--- src/hw/rtl/npt_pkg.sv ---
// Shared types and constants for the address pool translator.
// Holds operation and result codes plus the controller/datapath command and status structs.
`default_nettype none

package npt_pkg;

	localparam int unsigned POOL_BITS_DEF = 8;
	localparam int unsigned ADDR_W        = 32;

	typedef enum logic [1:0] {
		OP_OUTBOUND = 2'd0,
		OP_INBOUND  = 2'd1,
		OP_RELEASE  = 2'd2
	} op_t;

	typedef enum logic [1:0] {
		RES_FAIL     = 2'd0,
		RES_PUBLIC   = 2'd1,
		RES_INBOUND  = 2'd2,
		RES_RELEASED = 2'd3
	} res_t;

	// Commands from controller to datapath, valid for one cycle each.
	typedef struct packed {
		logic clr;         // clear the pool entry at the counter, advance
		logic restart;     // zero the counter and the scan-hit flag
		logic scan_owner;  // read slot at counter, look for a matching owner
		logic scan_free;   // read slot at scan start plus counter, look for a free slot
		logic rd_in;       // read the slot named by the request's host bits
		logic wr_bind;     // bind the found slot to the request address
		logic wr_free;     // free the found slot
		logic result;      // load the output register
		res_t res;         // which result to load
	} cmd_t;

	// Status from datapath to controller.
	typedef struct packed {
		op_t  op;
		logic cnt_last;
		logic scan_over;
		logic found;
		logic out_free;
	} sts_t;

endpackage

`default_nettype wire

--- src/hw/rtl/npt_ctrl.sv ---
// Controller of the address pool translator: sequences clearing, owner search, free scan and reply.
// Depends on npt_pkg; drives npt_dp through registered commands.
`default_nettype none

module npt_ctrl import npt_pkg::*; (
	input  wire logic clk,
	input  wire logic arst_n,
	input  wire logic in_valid,
	output logic      in_stall,
	output logic      take,
	output cmd_t      cmd,
	input  wire sts_t sts
);

	typedef enum logic [2:0] {
		ST_CLEAR,
		ST_IDLE,
		ST_DISPATCH,
		ST_OWNER,
		ST_FREE_PREP,
		ST_FREE,
		ST_INBOUND,
		ST_RESP
	} state_t;

	state_t state_q;
	cmd_t   cmd_q;
	res_t   res_q;

	assign in_stall = (state_q != ST_IDLE);
	assign take     = (state_q == ST_IDLE) && in_valid;
	assign cmd      = cmd_q;

	always_ff @(posedge clk or negedge arst_n) begin : p_fsm
		cmd_t cmd_n;
		if (!arst_n) begin
			cmd_n     = '0;
			cmd_n.clr = 1'b1;
			state_q   <= ST_CLEAR;
			cmd_q     <= cmd_n;
			res_q     <= RES_FAIL;
		end else begin
			cmd_n = '0;
			case (state_q)
				ST_CLEAR: begin
					if (sts.cnt_last) begin
						state_q <= ST_IDLE;
					end else begin
						cmd_n.clr = 1'b1;
					end
				end
				ST_IDLE: begin
					if (in_valid) begin
						state_q <= ST_DISPATCH;
					end
				end
				ST_DISPATCH: begin
					case (sts.op)
						OP_OUTBOUND: begin
							cmd_n.scan_owner = 1'b1;
							state_q          <= ST_OWNER;
						end
						OP_RELEASE: begin
							cmd_n.scan_owner = 1'b1;
							state_q          <= ST_OWNER;
						end
						OP_INBOUND: begin
							cmd_n.rd_in = 1'b1;
							state_q     <= ST_INBOUND;
						end
						default: begin
							res_q   <= RES_FAIL;
							state_q <= ST_RESP;
						end
					endcase
				end
				ST_OWNER: begin
					if (sts.found) begin
						if (sts.op == OP_RELEASE) begin
							cmd_n.wr_free = 1'b1;
							res_q         <= RES_RELEASED;
						end else begin
							res_q <= RES_PUBLIC;
						end
						state_q <= ST_RESP;
					end else if (sts.scan_over) begin
						if (sts.op == OP_RELEASE) begin
							res_q   <= RES_FAIL;
							state_q <= ST_RESP;
						end else begin
							cmd_n.restart = 1'b1;
							state_q       <= ST_FREE_PREP;
						end
					end else begin
						cmd_n.scan_owner = 1'b1;
					end
				end
				ST_FREE_PREP: begin
					cmd_n.scan_free = 1'b1;
					state_q         <= ST_FREE;
				end
				ST_FREE: begin
					if (sts.found) begin
						cmd_n.wr_bind = 1'b1;
						res_q         <= RES_PUBLIC;
						state_q       <= ST_RESP;
					end else if (sts.scan_over) begin
						res_q   <= RES_FAIL;
						state_q <= ST_RESP;
					end else begin
						cmd_n.scan_free = 1'b1;
					end
				end
				ST_INBOUND: begin
					res_q   <= RES_INBOUND;
					state_q <= ST_RESP;
				end
				ST_RESP: begin
					if (sts.out_free) begin
						cmd_n.result = 1'b1;
						cmd_n.res    = res_q;
						state_q      <= ST_IDLE;
					end
				end
				default: begin
					state_q <= ST_IDLE;
				end
			endcase
			cmd_q <= cmd_n;
		end
	end

endmodule

`default_nettype wire

--- config.mk ---
export PLATFORM = sky130hd
export DESIGN_NAME = npt_ctrl
export DESIGN_NICKNAME = d
export VERILOG_FILES = /design/src/hw/rtl/npt_pkg.sv /design/src/hw/rtl/npt_ctrl.sv
export SDC_FILE = /design/constraint.sdc
export NUM_CORES = 1
export LEC_CHECK = 0
export ABC_CLOCK_PERIOD_IN_PS = 1800
export BUFFER_PORTS_ARGS = -buffer_cell sky130_fd_sc_hd__buf_4
export CORE_MARGIN = 2
export CORE_UTILIZATION = 56
export CTS_BUF_LIST = sky130_fd_sc_hd__clkbuf_8
export CTS_CLUSTER_SIZE = 8
export DETAILED_ROUTE_END_ITERATION = 10
export PLACE_DENSITY = 0.89
export SYNTH_ARGS = -nofsm -noshare
export SYNTH_HDL_FRONTEND = slang
export SYNTH_SLANG_ARGS = --single-unit
--- constraint.sdc ---
create_clock -name clk -period 1.8 [get_ports clk]
set_clock_uncertainty 0.05 [all_clocks]
set_input_delay 0.36 -clock clk [delete_from_list [all_inputs] [get_ports clk]]
set_output_delay 0.36 -clock clk [all_outputs]
set_load 0.05 [all_outputs]
Yosys cells after proc, flatten, opt, wreduce, memory -nomap -nowiden
Cells that the tools add are included.
- eq/ne operators: 17
- muxes and demuxes: 38
- reduce and logical (&&, ||, !) cells: 8
- operators with widths (kind ; count):
    2-to-1 mux 3 bit ; 9
    one-hot mux 3 bit (8 select lines) ; 1
    2-to-1 mux 2 bit ; 9
    2-to-1 mux 1 bit ; 15
    == test 3 bit, second input constant ; 4
    AND reduction 5 bit ; 2
    inequality test 3 bit, second input constant ; 3
    inequality test 2 bit, second input constant ; 4
    one-hot mux 2 bit (4 select lines) ; 1
    == test 3 x 2 -> 1 bit, second input constant ; 2
    one-hot mux 3 bit (2 select lines) ; 1
    one-hot mux 1 bit (2 select lines) ; 2
    nonzero test 4 bit ; 1
    == test 3 x 1 -> 1 bit, second input constant ; 1
    logical NOT 3 bit ; 1
    inequality test 3 x 1 -> 1 bit, second input constant ; 1
    OR reduction 3 bit ; 1
    == test 2 x 1 -> 1 bit, second input constant ; 1
    == test 2 bit, second input constant ; 1
    logical NOT 2 bit ; 1
    OR reduction 2 bit ; 1
    logical AND 1 bit ; 1
- output and inout bits: 12
- register bits: 15

Depth between registers and ports, before layout
- word-level depth: 5
- mapped depth: 5
- mapped depth without buffers: 4

Worst setup path before layout
OpenSTA, ideal clock, no wires.
- kind: register to output
- start: register state_q[1]
- end: output take
- stages on the path, launching flop included: 4
- path slack: 0.148 ns
- arrival time: 1.242 ns
- data required time: 1.390 ns
- path through: dfrtp_1 > buf_4 > nor2_1 > and3_1
- word-level cells in the longest chain between the ends: 2
- RTL lines (item ; RTL line ; source):
    start, declared ; npt_ctrl.sv:26 ; state_t state_q;
    start signal, assigned ; npt_ctrl.sv:39 ; state_q <= ST_CLEAR;
    start signal, assigned ; npt_ctrl.sv:47 ; state_q <= ST_IDLE;
    start signal, assigned ; npt_ctrl.sv:54 ; state_q <= ST_DISPATCH;
    == test 3 x 1 -> 1 bit ; npt_ctrl.sv:31 ; assign take = (state_q == ST_IDLE) && in_valid;
    logical AND 1 bit ; npt_ctrl.sv:31 ;
    end, declared ; npt_ctrl.sv:10 ; output logic take,
No other way between the ends.

Worst setup path after layout
- start: register state_q[2]
- end: output take
Same word-level chain as after synthesis.

==> metrics <==
placed insts 107; status complete, no violations; M1 GR Usage 0.283; worst path required time 1.39 ns; post-synthesis cell count 75; max capacitance violation total 0; total gr overflow 0; core area 0.00127 mm²; GR peak layer met2; Slew HR 0.778; Yosys reg bits 15; CP Launch Type flip-flop; fin. max-slew vios 0; total wire length 1660 µm; pin count of the biggest net entering global routing 19; M3 GR Usage 0.0389; Routed WL per cell 14.8 µm; vias in the first global route 586; CTS Buf Count 3; fin nets 107; total negative slack 0 ns; Root Driver clkbuf_8; Distinct cells, synth 33; critical path arrival 1.30 ns; global-route wire length before repair 2510 µm; Syn Area/Cell 9.93 µm²; Pleak 0.473 nW; # DRC 0; antenna violations before repair 0; Detailed Place HPWL 1190 µm; final hold violations 0; Finish-stage setup viols 0; layout cells sized above 1 0.351; Tmin final 1.71 ns; Fillers 88; FMAX 586 MHz; kind of critical path reg2out; DIE AREA 0.00164 mm²; Std-Cell Rows 13; worst skew pair latency 0.25 ns; GP Congestion 0.872; IO Pins 21; met2 Usage GRT 0.413; die width 40.5 µm; DRT Pass-1 Iters 4; Die Ht 40.5 µm; Reg clk slew, reported paths 0.06 ns; unrepaired setup endpoints after global routing false; clock buffer depth 2; Post-Syn Area 744 µm²; Port-buffer cells 20; # diodes 0; CTS tree done; Max FO, Critical Path 10; Routed Antenna Nets 0; most used flip-flop cell after synthesis dfrtp_1; post-synthesis async set-or-reset flop share 1.00; Worst Tran Pin Value 0.331 ns; clock net sink count 15; vias per cell 5.71; Post-Layout Cell Count 112; Worst Hold Path Cells 2; post-synthesis sequential area ratio 0.506; GR Util All Layers 0.239; Syn Nets 84; Tcrit/Tclk final 0.949; H-tree depth 1; Syn-to-layout area delta 28.2%; Starting Density 0.587; Max VDD drop 921 µV; Starting DRT DRC Count 33; EDFF count, synth 0; P per Cell Area 1590 mW/mm²; cell count of the worst reg-to-reg path 5; Post-CTS Setup Inserts 0; Crit. End Element output port; Synth warnings 0; vias 639; Hold/Removal Path Class in2reg
## state kept, by name (all words and copies together) (netlist names)
name / cells
state_q: 3
cmd: 10
res_q: 2
## layout make-up
cell class / count / area [µm²] / share of cell area
Timing Repair Buffer: 23 / 175 / 0.183
Clock inverter: 1 / 5.00 / 0.00524
Multi-Input combinational cell: 53 / 329 / 0.345
Clock buffer: 3 / 41.3 / 0.0433
Sequential cell: 15 / 378 / 0.396
Inverter: 2 / 7.51 / 0.00786
Tap cell: 15 / 18.8 / 0.0197
## cells in the final DEF, fill, tap and decap left out, types with 3 or more instances in the layout
cell	synthesis	routed
a21oi_1	8	8
buf_4	1	22
nand3_1	3	3
clkbuf_8	0	3
dfrtp_1	14	13
nand2b_1	3	3
nor2_1	8	7
nand2_1	5	5
## worst paths after layout
path / from / to / slack (ns)
worst max-delay path: state_q[2] / take / 0.09
worst min-delay path: sts[3] / cmd[9] / 0.18
worst max register to register: state_q[2] / res_q[1] / 0.26
worst min register to register: res_q[1] / cmd[1] / 0.44
max in group asynchronous: arst_n / cmd[9] / 1.01
min in group asynchronous: arst_n / cmd[2] / 0.44
## metrics by stage
stage | worst slack [ns] | area (µm²) | power [mW] | hold WS [ns] | util
floorplan | 0.148 | 744 | 1.06 | 0.0144 | -
global placement | 0.319 | 895 | 1.19 | 0.170 | 0.705
detailed placement | 0.234 | 895 | 1.23 | 0.174 | 0.705
CTS | 0.0344 | 951 | 1.51 | 0.183 | 0.750
global route | 0.0135 | 955 | 1.59 | 0.193 | 0.752
finish | 0.0923 | 955 | 1.52 | 0.183 | 0.752
## power breakdown
| group | total, mW | leakage (nW) | switching [mW] | internal [mW] |
|---|---|---|---|---|
| Sequential | 0.532 | 0.190 | 0.105 | 0.427 |
| Combinational | 0.714 | 0.258 | 0.449 | 0.266 |
| Clock | 0.272 | 0.0255 | 0.119 | 0.153 |
| Total | 1.52 | 0.473 | 0.673 | 0.845 |
## logic make-up after synthesis
family                    after synthesis  synth area share
and+or+nand+nor                        31             0.227
buffers and inverters                   7            0.0555
xor gates and xnor gates                1            0.0118
muxes                                   2            0.0269
AOI/OAI and AO/OA                      19             0.173
DFF                                    15             0.506
## worst max-delay path, stage by stage, from the launching register on
cell and delay [ns]:
dfrtp_1 0.49, nor2_2 0.20, and3_1 0.17, buf_4 0.19
## cells in the mapped netlist, types with 2 or more instances
library cell  number  share of area
dfrtp_1           14           0.47
a21oi_1            8          0.054
nor2_1             8          0.040
nand2_1            5          0.025
nand2b_1           3          0.025
nand3_1            3          0.020
and2_1             2          0.017
buf_2              2          0.013
inv_1              2          0.010
mux2i_1            2          0.027
nor2b_1            2          0.017
nor4_1             2          0.017
o21ai_0            2          0.013
## per-layer routing
metal,vias to the layer above,part of all wire
met2,42,0.48
met5,-,0
met4,0,0.038
li1,304,-
met1,282,0.41
met3,11,0.067
## what timing repair did
item	4_1_cts	5_1_grt
resized for setup	0	2
endpoints found under the hold margin	14	0
hold buffers	1	0
setup endpoints to repair	0	1
(Power assumes the default switching activity.)
